$ cat src/hw/rtl/dld_pkg.sv
`timescale 1ns / 1ps
package dld_pkg;

  // field widths fixed by the interface
  localparam int CAM_W      = 20;
  localparam int RAD_W      = 42;
  localparam int KP_W       = 48;
  localparam int PER_W      = 12;
  localparam int SEED_W     = 32;
  localparam int TAG_W      = 32;
  localparam int CNT_W      = 32;
  localparam int LAYER_W    = 2;
  localparam int CFG_ADDR_W = 3;
  localparam int CFG_DATA_W = 48;
  localparam int NUM_RAD    = 3;

  localparam int NUM_LAYERS_DEF = 3;
  localparam int COORD_BITS_DEF = 20;

  localparam logic [SEED_W-1:0] LFSR_TAPS = 32'h8020_0003;

  // remainder unit: four dividend bits per cycle
  localparam int MOD_DIGIT = 4;
  localparam int MOD_ITERS = SEED_W / MOD_DIGIT;
  localparam int MOD_CNT_W = $clog2(MOD_ITERS);

  localparam logic CMD_START = 1'b0;
  localparam logic CMD_POINT = 1'b1;

  localparam logic [1:0] BG_FIELD = 2'd3;

  typedef enum logic [CFG_ADDR_W-1:0] {
    CFG_CAM_X   = 3'd0,
    CFG_CAM_Y   = 3'd1,
    CFG_CAM_Z   = 3'd2,
    CFG_RAD_0   = 3'd3,
    CFG_RAD_1   = 3'd4,
    CFG_RAD_2   = 3'd5,
    CFG_PERIODS = 3'd6,
    CFG_SEED    = 3'd7
  } cfg_addr_t;

  typedef enum logic [3:0] {
    ST_IDLE,
    ST_ABS,
    ST_MUL,
    ST_SUM,
    ST_CLS,
    ST_UPD,
    ST_DRAW,
    ST_DIV,
    ST_WR
  } state_t;

  typedef struct packed {
    logic load_in;
    logic slot_clr;
    logic cls_en;
    logic upd_en;
    logic draw_en;
    logic start_wr;
    logic phase_wr;
    logic slot_inc;
  } cmd_t;

  typedef struct packed {
    logic wrap;
    logic div_done;
    logic slot_last;
    logic out_free;
  } stat_t;

  // a zero period acts as one
  function automatic logic [PER_W-1:0] period_of(input logic [KP_W-1:0] kp,
                                                 input logic [1:0] fld);
    logic [PER_W-1:0] p;
    unique case (fld)
      2'd0:    p = kp[PER_W-1:0];
      2'd1:    p = kp[2*PER_W-1:PER_W];
      2'd2:    p = kp[3*PER_W-1:2*PER_W];
      default: p = kp[4*PER_W-1:3*PER_W];
    endcase
    return (p == '0) ? PER_W'(1) : p;
  endfunction

  function automatic logic [SEED_W-1:0] lfsr_step(input logic [SEED_W-1:0] v);
    logic [SEED_W-1:0] n;
    n = v >> 1;
    if (v[0]) begin
      n = n ^ LFSR_TAPS;
    end
    return n;
  endfunction

endpackage

$ cat src/hw/rtl/distance_layered_point_decimator.sv
`timescale 1ns / 1ps
// Thins a point stream around a camera. A point word takes its squared
// distance to the camera through a difference, a multiplier and an adder
// stage, lands in the first radius layer that holds it (or the background
// layer) and is kept once per layer period at a pseudo-random phase; one
// result word comes back per point, none for a start word. A point passes
// through the difference, square, sum, classify and update states before
// the next word is taken; when its layer period runs out a new phase is
// drawn through the 4-bit-per-cycle remainder unit. A start word draws a
// phase for every layer, the background layer included. The output word
// register lets the next word be taken while a result waits.
module distance_layered_point_decimator #(
  parameter int NUM_LAYERS = dld_pkg::NUM_LAYERS_DEF,
  parameter int COORD_BITS = dld_pkg::COORD_BITS_DEF
) (
  input  logic                               clk,
  input  logic                               rst_n,
  input  logic                               in_valid,
  output logic                               in_stall,
  input  logic                               in_cmd,
  input  logic signed [COORD_BITS-1:0]       in_coord_x,
  input  logic signed [COORD_BITS-1:0]       in_coord_y,
  input  logic signed [COORD_BITS-1:0]       in_coord_z,
  input  logic [dld_pkg::TAG_W-1:0]          in_row_tag,
  output logic                               out_valid,
  input  logic                               out_stall,
  output logic                               out_keep,
  output logic [dld_pkg::LAYER_W-1:0]        out_layer,
  output logic [dld_pkg::TAG_W-1:0]          out_tag_out,
  output logic [dld_pkg::CNT_W-1:0]          out_layer_kept_count,
  input  logic                               cfg_we,
  input  logic [dld_pkg::CFG_ADDR_W-1:0]     cfg_addr,
  input  logic [dld_pkg::CFG_DATA_W-1:0]     cfg_wdata
);
  import dld_pkg::*;

  cmd_t  cmd;
  stat_t stat;

  dld_ctrl u_ctrl (
    .clk      (clk),
    .rst_n    (rst_n),
    .in_valid (in_valid),
    .in_cmd   (in_cmd),
    .in_stall (in_stall),
    .stat     (stat),
    .cmd      (cmd)
  );

  dld_dpath #(
    .NUM_LAYERS (NUM_LAYERS),
    .COORD_BITS (COORD_BITS)
  ) u_dpath (
    .clk                  (clk),
    .rst_n                (rst_n),
    .cmd                  (cmd),
    .stat                 (stat),
    .in_coord_x           (in_coord_x),
    .in_coord_y           (in_coord_y),
    .in_coord_z           (in_coord_z),
    .in_row_tag           (in_row_tag),
    .out_valid            (out_valid),
    .out_stall            (out_stall),
    .out_keep             (out_keep),
    .out_layer            (out_layer),
    .out_tag_out          (out_tag_out),
    .out_layer_kept_count (out_layer_kept_count),
    .cfg_we               (cfg_we),
    .cfg_addr             (cfg_addr),
    .cfg_wdata            (cfg_wdata)
  );

endmodule

$ cat src/hw/rtl/dld_mod.sv
`timescale 1ns / 1ps
module dld_mod (
  input  logic                        clk,
  input  logic                        rst_n,
  input  logic                        start,
  input  logic [dld_pkg::SEED_W-1:0]  dividend,
  input  logic [dld_pkg::PER_W-1:0]   divisor,
  output logic [dld_pkg::PER_W-1:0]   rem,
  output logic                        done
);
  import dld_pkg::*;

  logic                 busy_r;
  logic                 done_r;
  logic [MOD_CNT_W-1:0] cnt_r;
  logic [SEED_W-1:0]    dvd_r;
  logic [PER_W-1:0]     dsr_r;
  logic [PER_W-1:0]     rem_r;
  logic [PER_W-1:0]     rem_nxt;

  // restoring remainder, one digit per cycle; partial stays below divisor
  always_comb begin
    logic [PER_W:0] t;
    rem_nxt = rem_r;
    for (int k = 0; k < MOD_DIGIT; k++) begin
      t = {rem_nxt, dvd_r[SEED_W-1-k]};
      if (t >= {1'b0, dsr_r}) begin
        t = t - {1'b0, dsr_r};
      end
      rem_nxt = t[PER_W-1:0];
    end
  end

  always_ff @(posedge clk) begin
    if (!rst_n) begin
      busy_r <= 1'b0;
      done_r <= 1'b0;
      cnt_r  <= '0;
    end else begin
      done_r <= 1'b0;
      if (start) begin
        busy_r <= 1'b1;
        cnt_r  <= '0;
      end else if (busy_r) begin
        cnt_r <= cnt_r + 1'b1;
        if (cnt_r == MOD_CNT_W'(MOD_ITERS - 1)) begin
          busy_r <= 1'b0;
          done_r <= 1'b1;
        end
      end
    end
  end

  always_ff @(posedge clk) begin
    if (start) begin
      dvd_r <= dividend;
      dsr_r <= divisor;
      rem_r <= '0;
    end else if (busy_r) begin
      dvd_r <= dvd_r << MOD_DIGIT;
      rem_r <= rem_nxt;
    end
  end

  assign rem  = rem_r;
  assign done = done_r;

endmodule

$ cat src/hw/rtl/dld_dpath.sv
`timescale 1ns / 1ps
module dld_dpath #(
  parameter int NUM_LAYERS = dld_pkg::NUM_LAYERS_DEF,
  parameter int COORD_BITS = dld_pkg::COORD_BITS_DEF
) (
  input  logic                               clk,
  input  logic                               rst_n,
  input  dld_pkg::cmd_t                      cmd,
  output dld_pkg::stat_t                     stat,
  input  logic signed [COORD_BITS-1:0]       in_coord_x,
  input  logic signed [COORD_BITS-1:0]       in_coord_y,
  input  logic signed [COORD_BITS-1:0]       in_coord_z,
  input  logic [dld_pkg::TAG_W-1:0]          in_row_tag,
  output logic                               out_valid,
  input  logic                               out_stall,
  output logic                               out_keep,
  output logic [dld_pkg::LAYER_W-1:0]        out_layer,
  output logic [dld_pkg::TAG_W-1:0]          out_tag_out,
  output logic [dld_pkg::CNT_W-1:0]          out_layer_kept_count,
  input  logic                               cfg_we,
  input  logic [dld_pkg::CFG_ADDR_W-1:0]     cfg_addr,
  input  logic [dld_pkg::CFG_DATA_W-1:0]     cfg_wdata
);
  import dld_pkg::*;

  localparam int SLOTS  = NUM_LAYERS + 1;
  localparam int SLOT_W = $clog2(SLOTS);
  localparam int DIFF_W = ((COORD_BITS > CAM_W) ? COORD_BITS : CAM_W) + 1;
  localparam int SQ_W   = 2 * DIFF_W;
  localparam int SUM_W  = (SQ_W + 2 > 64) ? 64 : SQ_W + 2;
  localparam int RAD_N  = (NUM_LAYERS > NUM_RAD) ? NUM_LAYERS : NUM_RAD;

  // configuration
  logic signed [CAM_W-1:0] cam_x_r, cam_y_r, cam_z_r;
  logic [RAD_W-1:0]        rad_r [NUM_RAD];
  logic [KP_W-1:0]         kp_r;
  logic [SEED_W-1:0]       lfsr_r;
  logic [SEED_W-1:0]       lfsr_nxt;

  // per-layer state
  logic [PER_W-1:0] cd_r   [SLOTS];
  logic [PER_W-1:0] ph_r   [SLOTS];
  logic [CNT_W-1:0] kept_r [SLOTS];

  // point pipeline
  logic signed [COORD_BITS-1:0] px_r, py_r, pz_r;
  logic [TAG_W-1:0]             tag_r;
  logic [DIFF_W-1:0]            ax_r, ay_r, az_r;
  logic [SQ_W-1:0]              sx_r, sy_r, sz_r;
  logic [SUM_W-1:0]             d2_r;
  logic [SLOT_W-1:0]            idx_r;

  logic signed [DIFF_W-1:0] dx, dy, dz;
  logic [RAD_W-1:0]         rad_ext [RAD_N];
  logic [SLOT_W-1:0]        lay;
  logic [1:0]               fld;
  logic [PER_W-1:0]         per;
  logic [PER_W-1:0]         cd_dec;
  logic                     keep;
  logic [CNT_W-1:0]         kept_new;
  logic [PER_W-1:0]         rem;
  logic                     div_done;

  logic                     out_valid_r;
  logic                     out_keep_r;
  logic [LAYER_W-1:0]       out_layer_r;
  logic [TAG_W-1:0]         out_tag_r;
  logic [CNT_W-1:0]         out_cnt_r;

  always_ff @(posedge clk) begin
    if (!rst_n) begin
      cam_x_r <= '0;
      cam_y_r <= '0;
      cam_z_r <= '0;
      for (int i = 0; i < NUM_RAD; i++) begin
        rad_r[i] <= '0;
      end
      kp_r <= KP_W'(1);
    end else if (cfg_we) begin
      unique case (cfg_addr_t'(cfg_addr))
        CFG_CAM_X:   cam_x_r  <= cfg_wdata[CAM_W-1:0];
        CFG_CAM_Y:   cam_y_r  <= cfg_wdata[CAM_W-1:0];
        CFG_CAM_Z:   cam_z_r  <= cfg_wdata[CAM_W-1:0];
        CFG_RAD_0:   rad_r[0] <= cfg_wdata[RAD_W-1:0];
        CFG_RAD_1:   rad_r[1] <= cfg_wdata[RAD_W-1:0];
        CFG_RAD_2:   rad_r[2] <= cfg_wdata[RAD_W-1:0];
        CFG_PERIODS: kp_r     <= cfg_wdata[KP_W-1:0];
        default:     ;
      endcase
    end
  end

  assign lfsr_nxt = lfsr_step(lfsr_r);

  // a seed write reloads the generator; zero would lock it
  always_ff @(posedge clk) begin
    if (!rst_n) begin
      lfsr_r <= SEED_W'(1);
    end else if (cfg_we && cfg_addr_t'(cfg_addr) == CFG_SEED) begin
      lfsr_r <= (cfg_wdata[SEED_W-1:0] == '0) ? SEED_W'(1) : cfg_wdata[SEED_W-1:0];
    end else if (cmd.draw_en) begin
      lfsr_r <= lfsr_nxt;
    end
  end

  // distance: difference, square, sum
  assign dx = DIFF_W'(px_r) - DIFF_W'(cam_x_r);
  assign dy = DIFF_W'(py_r) - DIFF_W'(cam_y_r);
  assign dz = DIFF_W'(pz_r) - DIFF_W'(cam_z_r);

  always_ff @(posedge clk) begin
    if (cmd.load_in) begin
      px_r  <= in_coord_x;
      py_r  <= in_coord_y;
      pz_r  <= in_coord_z;
      tag_r <= in_row_tag;
    end
    ax_r <= dx[DIFF_W-1] ? DIFF_W'(-dx) : DIFF_W'(dx);
    ay_r <= dy[DIFF_W-1] ? DIFF_W'(-dy) : DIFF_W'(dy);
    az_r <= dz[DIFF_W-1] ? DIFF_W'(-dz) : DIFF_W'(dz);
    sx_r <= SQ_W'(ax_r) * SQ_W'(ax_r);
    sy_r <= SQ_W'(ay_r) * SQ_W'(ay_r);
    sz_r <= SQ_W'(az_r) * SQ_W'(az_r);
    d2_r <= SUM_W'(sx_r) + SUM_W'(sy_r) + SUM_W'(sz_r);
  end

  // layers past the third have no radius register and match only zero distance
  always_comb begin
    for (int i = 0; i < RAD_N; i++) begin
      rad_ext[i] = '0;
    end
    for (int i = 0; i < NUM_RAD; i++) begin
      rad_ext[i] = rad_r[i];
    end
  end

  always_comb begin
    lay = SLOT_W'(NUM_LAYERS);
    for (int i = NUM_LAYERS - 1; i >= 0; i--) begin
      if (d2_r <= SUM_W'(rad_ext[i])) begin
        lay = SLOT_W'(i);
      end
    end
  end

  always_ff @(posedge clk) begin
    if (!rst_n) begin
      idx_r <= '0;
    end else if (cmd.slot_clr) begin
      idx_r <= '0;
    end else if (cmd.cls_en) begin
      idx_r <= lay;
    end else if (cmd.slot_inc) begin
      idx_r <= idx_r + 1'b1;
    end
  end

  assign fld      = (4'(idx_r) >= 4'(BG_FIELD)) ? BG_FIELD : 2'(idx_r);
  assign per      = period_of(kp_r, fld);
  assign cd_dec   = cd_r[idx_r] - 1'b1;
  assign keep     = (cd_dec == ph_r[idx_r]);
  assign kept_new = (keep && kept_r[idx_r] != '1) ? kept_r[idx_r] + 1'b1 : kept_r[idx_r];

  dld_mod u_mod (
    .clk      (clk),
    .rst_n    (rst_n),
    .start    (cmd.draw_en),
    .dividend (lfsr_nxt),
    .divisor  (per),
    .rem      (rem),
    .done     (div_done)
  );

  always_ff @(posedge clk) begin
    if (!rst_n) begin
      for (int i = 0; i < SLOTS; i++) begin
        cd_r[i]   <= PER_W'(1);
        ph_r[i]   <= '0;
        kept_r[i] <= '0;
      end
    end else if (cmd.upd_en) begin
      kept_r[idx_r] <= kept_new;
      cd_r[idx_r]   <= (cd_dec == '0) ? per : cd_dec;
    end else if (cmd.start_wr) begin
      cd_r[idx_r]   <= per;
      ph_r[idx_r]   <= (rem == '0) ? '0 : rem - 1'b1;
      kept_r[idx_r] <= '0;
    end else if (cmd.phase_wr) begin
      ph_r[idx_r] <= rem;
    end
  end

  // output word register
  always_ff @(posedge clk) begin
    if (!rst_n) begin
      out_valid_r <= 1'b0;
    end else if (cmd.upd_en) begin
      out_valid_r <= 1'b1;
    end else if (!out_stall) begin
      out_valid_r <= 1'b0;
    end
  end

  always_ff @(posedge clk) begin
    if (cmd.upd_en) begin
      out_keep_r  <= keep;
      out_layer_r <= LAYER_W'(idx_r);
      out_tag_r   <= tag_r;
      out_cnt_r   <= kept_new;
    end
  end

  assign out_valid            = out_valid_r;
  assign out_keep             = out_keep_r;
  assign out_layer            = out_layer_r;
  assign out_tag_out          = out_tag_r;
  assign out_layer_kept_count = out_cnt_r;

  assign stat.wrap      = (cd_dec == '0);
  assign stat.div_done  = div_done;
  assign stat.slot_last = (idx_r == SLOT_W'(NUM_LAYERS));
  assign stat.out_free  = !out_valid_r || !out_stall;

endmodule

$ cat src/hw/rtl/dld_ctrl.sv
`timescale 1ns / 1ps
module dld_ctrl (
  input  logic           clk,
  input  logic           rst_n,
  input  logic           in_valid,
  input  logic           in_cmd,
  output logic           in_stall,
  input  dld_pkg::stat_t stat,
  output dld_pkg::cmd_t  cmd
);
  import dld_pkg::*;

  state_t state_r, state_nxt;
  logic   mode_start_r;

  always_ff @(posedge clk) begin
    if (!rst_n) begin
      state_r      <= ST_IDLE;
      mode_start_r <= 1'b0;
    end else begin
      state_r <= state_nxt;
      if (state_r == ST_IDLE && in_valid) begin
        mode_start_r <= (in_cmd == CMD_START);
      end
    end
  end

  always_comb begin
    state_nxt = state_r;
    unique case (state_r)
      ST_IDLE: begin
        if (in_valid) begin
          state_nxt = (in_cmd == CMD_START) ? ST_DRAW : ST_ABS;
        end
      end
      ST_ABS:  state_nxt = ST_MUL;
      ST_MUL:  state_nxt = ST_SUM;
      ST_SUM:  state_nxt = ST_CLS;
      ST_CLS:  state_nxt = ST_UPD;
      ST_UPD: begin
        if (stat.out_free) begin
          state_nxt = stat.wrap ? ST_DIV : ST_IDLE;
        end
      end
      ST_DRAW: state_nxt = ST_DIV;
      ST_DIV: begin
        if (stat.div_done) begin
          state_nxt = ST_WR;
        end
      end
      ST_WR: begin
        state_nxt = (mode_start_r && !stat.slot_last) ? ST_DRAW : ST_IDLE;
      end
      default: state_nxt = ST_IDLE;
    endcase
  end

  always_comb begin
    cmd      = '0;
    in_stall = 1'b1;
    unique case (state_r)
      ST_IDLE: begin
        in_stall     = 1'b0;
        cmd.load_in  = in_valid;
        cmd.slot_clr = in_valid && (in_cmd == CMD_START);
      end
      ST_CLS: cmd.cls_en = 1'b1;
      ST_UPD: begin
        cmd.upd_en  = stat.out_free;
        cmd.draw_en = stat.out_free && stat.wrap;
      end
      ST_DRAW: cmd.draw_en = 1'b1;
      ST_WR: begin
        cmd.start_wr = mode_start_r;
        cmd.phase_wr = !mode_start_r;
        cmd.slot_inc = mode_start_r && !stat.slot_last;
      end
      default: ;
    endcase
  end

endmodule

$ cat config.mk
export PLATFORM = sky130hd
export DESIGN_NAME = distance_layered_point_decimator
export DESIGN_NICKNAME = d
export VERILOG_FILES = /design/src/hw/rtl/dld_pkg.sv /design/src/hw/rtl/distance_layered_point_decimator.sv /design/src/hw/rtl/dld_mod.sv /design/src/hw/rtl/dld_dpath.sv /design/src/hw/rtl/dld_ctrl.sv
export SDC_FILE = /design/constraint.sdc
export NUM_CORES = 2
export LEC_CHECK = 0
export BUFFER_PORTS_ARGS = -buffer_cell sky130_fd_sc_hd__clkbuf_2
export CORE_ASPECT_RATIO = 1.75
export CORE_UTILIZATION = 25
export DETAILED_ROUTE_END_ITERATION = 10
export RECOVER_POWER = 100
export SLEW_MARGIN = 40
export SYNTH_ARGS = -nofsm -noshare
export SYNTH_HDL_FRONTEND = slang
export SYNTH_HIERARCHICAL = 1
export SYNTH_SLANG_ARGS = --single-unit
$ cat constraint.sdc
create_clock -name clk -period 9 [get_ports clk]
set_input_delay 0.45 -clock clk [delete_from_list [all_inputs] [get_ports clk]]
set_output_delay 0.45 -clock clk [all_outputs]
set_load 0.01 [all_outputs]
==> flow_summary_export.csv <==
group,metric,value,unit
cts,clock-root-buffer,"clkbuf_16",
outcome,violations_in_the_final_reports,"max-capacitance violations, max-slew violations",
route,detailed_route_drc_error_count,0,
timing,clock_skew,34.7,ps
grt,number_of_global_route_vias_before_repair,63600,
critical_path,startpoint_type,"flop",
critical_path,crit_path_start,"u_dpath/u_mod/dsr_r[10]",
critical_path,worst_r2r_startpoint,"u_dpath/u_mod/dsr_r[10]",
route,drt_first_iter_violations,2911,
placed_design,dpl.hpwl,197000,um
placed_design,port-buffer-count,217,
critical_path,logic_depth_of_the_worst_setup_path_including_buffers,40,
grt,grt_antenna_before_repair,36,
placed_design,dpl_worst_slack,163,ps
cts,clk_latency,710,ps
route,wire_per_inst,18.9,um
route,drt_first_pass_iters,7,
synthesis,post_synth_instance_area,82500,um2
timing,maximum_frequency_from_static_timing_analysis,117,MHz
timing,worst_pin_slew,3640,ps
synthesis,post_synth.cell_area_avg,10.1,um2
floorplan,die_w,436,um
layout,design.final.nets,10400,
critical_path,ff2ff_setup_slack,420,ps
flow_run,cap_viol_max_count,14,
cts,cts-root-to-sink-buffers,3,
critical_path,critPathSlowestCell,"a2111o_1",
timing,drv_slew,615,
timing,timing_hold_violations_final,0,
synthesis,synth_cell_type_count,95,
synthesis,edff_count_synth,553,
cts,clock_sink_count,950,
cts,clk_pin_slew_worst_paths,70,ps
floorplan,placementRows,278,
layout,most_used_cells_in_the_layout_excluding_fill_and_tap_cells,"1,556 x inv_1, 979 x fa_1, 753 x nand2_1",
floorplan,die_height,762,um
synthesis,ys_seq_elements,950,
timing,finalCriticalPeriod,8580,ps
critical_path,r2r_cells,40,
critical_path,crit_required,9620,ps
grt,first_pass_grt_wire_length,370000,um
min_path,hold_path.class,"input port to flop",
floorplan,boundaryPins,218,
route,route.detailed.vias_per_inst,4.52,
grt,largest_net_degree_at_the_start_of_global_routing,73,
synthesis,synth-async-reset-ratio,0,
route,total_wirelength,245000,um
layout,mostFrequentLayoutCell,"inv_1",
floorplan,floorplan.die_area,332000,um2
synthesis,synth-warning-count,6,
critical_path,endpoint_of_the_worst_slack_reg_to_reg_timing_path,"u_dpath/u_mod/rem[0]",
critical_path,slowest_delay,440,ps
critical_path,crit_end_element,"flop",
critical_path,crit_fanout,9,
floorplan,fp.coreArea,328000,um2
route,dr_wl_met2,136000,um
synthesis,postSynth.topFlopCell,"edfxtp_1",
route,route.layer.met1.wl,79500,um
grt,gr-total-overflow,0,
floorplan,initial_utilization,0.252,
cts,tritoncts_clock_tree,"built",
outcome,run_status,"finished with violations",
critical_path,worst_ep_arrival_time,9200,ps
route,vias,58600,
critical_path,critical_path.endpoint,"u_dpath/u_mod/rem[0]",
synthesis,sequential_share_of_the_synthesized_area,0.298,
critical_path,cpLargestDelayFamily,"compound AO/OA/AOI/OAI gates",
cts,cts_max_level,3,
critical_path,timing_worst_setup_path_type,"flop to flop",
layout,synthToLayoutAreaGrowth,13.6,%
timing,setup_violators_final,0,
route,met3_length,8750,um
placed_design,globalplace.congestion,0.910,
grt,grt.total_usage,0.147,
route,route.antenna.remaining_nets,0,
timing,slew-limit-headroom,-1.43,
route,highest_layer,"met5",
layout,post_route_cells_drive_above_1_share,0.0792,
timing,finalCritPeriodShare,0.953,
cts,cts_made_buffers,88,
timing,postLayoutSetupSlackWorst,421,ps
critical_path,path_buf_inv,7,
synthesis,synth_cells,8140,
[tightest hold or removal path, stage by stage]
cell and delay, ps:
clkbuf_2 130, nand2_1 70, a21oi_1 50
[worst min-delay path by stage]
stage	startpoint	end	slack, ps	depth (start not counted)
after floorplan	u_dpath/ax_r[0]	u_dpath/sx_r[0]	360	0
after global placement	u_dpath/tag_r[6]	u_dpath/out_tag_out[6]	400	0
after detailed placement	u_dpath/tag_r[31]	u_dpath/out_tag_out[31]	410	0
after CTS	cfg_wdata[36]	u_dpath/kp_r[36]	2	3
after global routing	cfg_wdata[35]	u_dpath/kp_r[35]	40	3
final	cfg_wdata[36]	u_dpath/kp_r[36]	50	3
[area by class of cell]
cell class              count  area (um2)
inverters                1557        5850
multi-input cells        5388       51300
clock buffers             119        2480
well taps                4340        5430
flip-flops and latches    950       24600
fillers                 34500      234000
clock inverters            45         458
repair buffers            543        3620
diodes                     16        40.0
[registers in the layout, summed over array words and instances (netlist names), 20 cells and up, named ones only]
| name | count |
|---|---|
| u_dpath/kp_r | 48 |
| u_dpath/py_r | 20 |
| u_dpath/sx_r | 41 |
| u_dpath/sy_r | 41 |
| u_dpath/lfsr_r | 32 |
| u_dpath/tag_r | 32 |
| u_dpath/sz_r | 41 |
| u_dpath/d2_r | 44 |
| u_dpath/cam_z_r | 20 |
| u_dpath/px_r | 20 |
| u_dpath/out_tag_out | 32 |
| u_dpath/az_r | 21 |
| u_dpath/ay_r | 21 |
| u_dpath/pz_r | 20 |
| u_dpath/ph_r | 48 |
| u_dpath/cam_x_r | 20 |
| u_dpath/rad_r | 126 |
| u_dpath/ax_r | 21 |
| u_dpath/cd_r | 48 |
| u_dpath/u_mod/dvd_r | 32 |
| u_dpath/kept_r | 128 |
| u_dpath/cam_y_r | 20 |
| u_dpath/out_layer_kept_count | 32 |
[cell families (layout without fill, tap and decap cells)]
family,count (synthesis),in the layout,synth area share
simple gates,2057,2057,0.117
buf+inv,1804,2264,0.0830
fa+ha+maj,1727,1727,0.351
compound gates,1077,1077,0.0843
flops,950,950,0.298
xor+xnor,362,362,0.0386
mux,162,162,0.0289
other cells,1,19,0.0000454
[synthesized netlist by cell type (all sizes together), types with 8 or more instances]
cell type  instances  area [um2]
a2111oi           15         144
a211oi            65         488
a21boi            14         105
a21o             134        1010
a21oi            385        1930
a221oi            10        93.8
a222oi            12         120
a31o              13         114
a31oi             36         225
and2             296        1850
and3              36         225
and4              15         131
buf               30         186
clkbuf           217         815
dfxtp            397        7950
edfxtp           553       16600
fa               979       19600
ha               748        9360
inv             1556        5840
mux2              51         574
mux2i             55         551
mux4              56        1260
nand2            756        2840
nand2b            44         275
nand3             77         385
nand4             61         382
nor2             532        2000
nor2b             59         377
nor3              79         448
nor3b              8        71.3
nor4              25         156
o211ai            23         186
o21a              54         405
o21ai            161         806
o21bai            28         210
o221ai             8        70.1
o311ai            10        87.6
o31a              13         114
o31ai             21         158
o41ai              9        78.8
or2               23         144
or3               18         123
xnor2            233        2040
xor2             128        1120
[routing by layer]
| layer | global-route usage | up-vias |
|---|---|---|
| met5 | 0 | - |
| met4 | 0.107 | 26 |
| met3 | 0.0167 | 638 |
| met2 | 0.291 | 1457 |
| met1 | 0.135 | 29300 |
| li1 | - | 27200 |
[through the flow]
step / setup TNS [ps] / hold slack [ps] / instance area [um2] / std cells / util
2_1_floorplan: 0 / 357 / 82500 / 8142 / -
3_3_place_gp: 0 / 400 / 89800 / 12700 / 0.274
3_5_place_dp: 0 / 406 / 90000 / 12700 / 0.274
4_1_cts: 0 / 2.30 / 93900 / 12900 / 0.286
5_1_grt: -0.191 / 40.5 / 93700 / 13000 / 0.286
6_report: 0 / 45.4 / 93700 / 13000 / 0.286
[what timing repair did]
item                                    4_1_cts  5_1_grt
endpoints found under the hold margin        99        0
setup buffers                                 0        1
hold buffers                                 99        0
gates resized for setup                       0       29
endpoints found under the setup margin        0       12
Power is left out: the tool's default activity adds up to more than one toggle a clock period on the data nets, which glitch-free logic cannot reach.
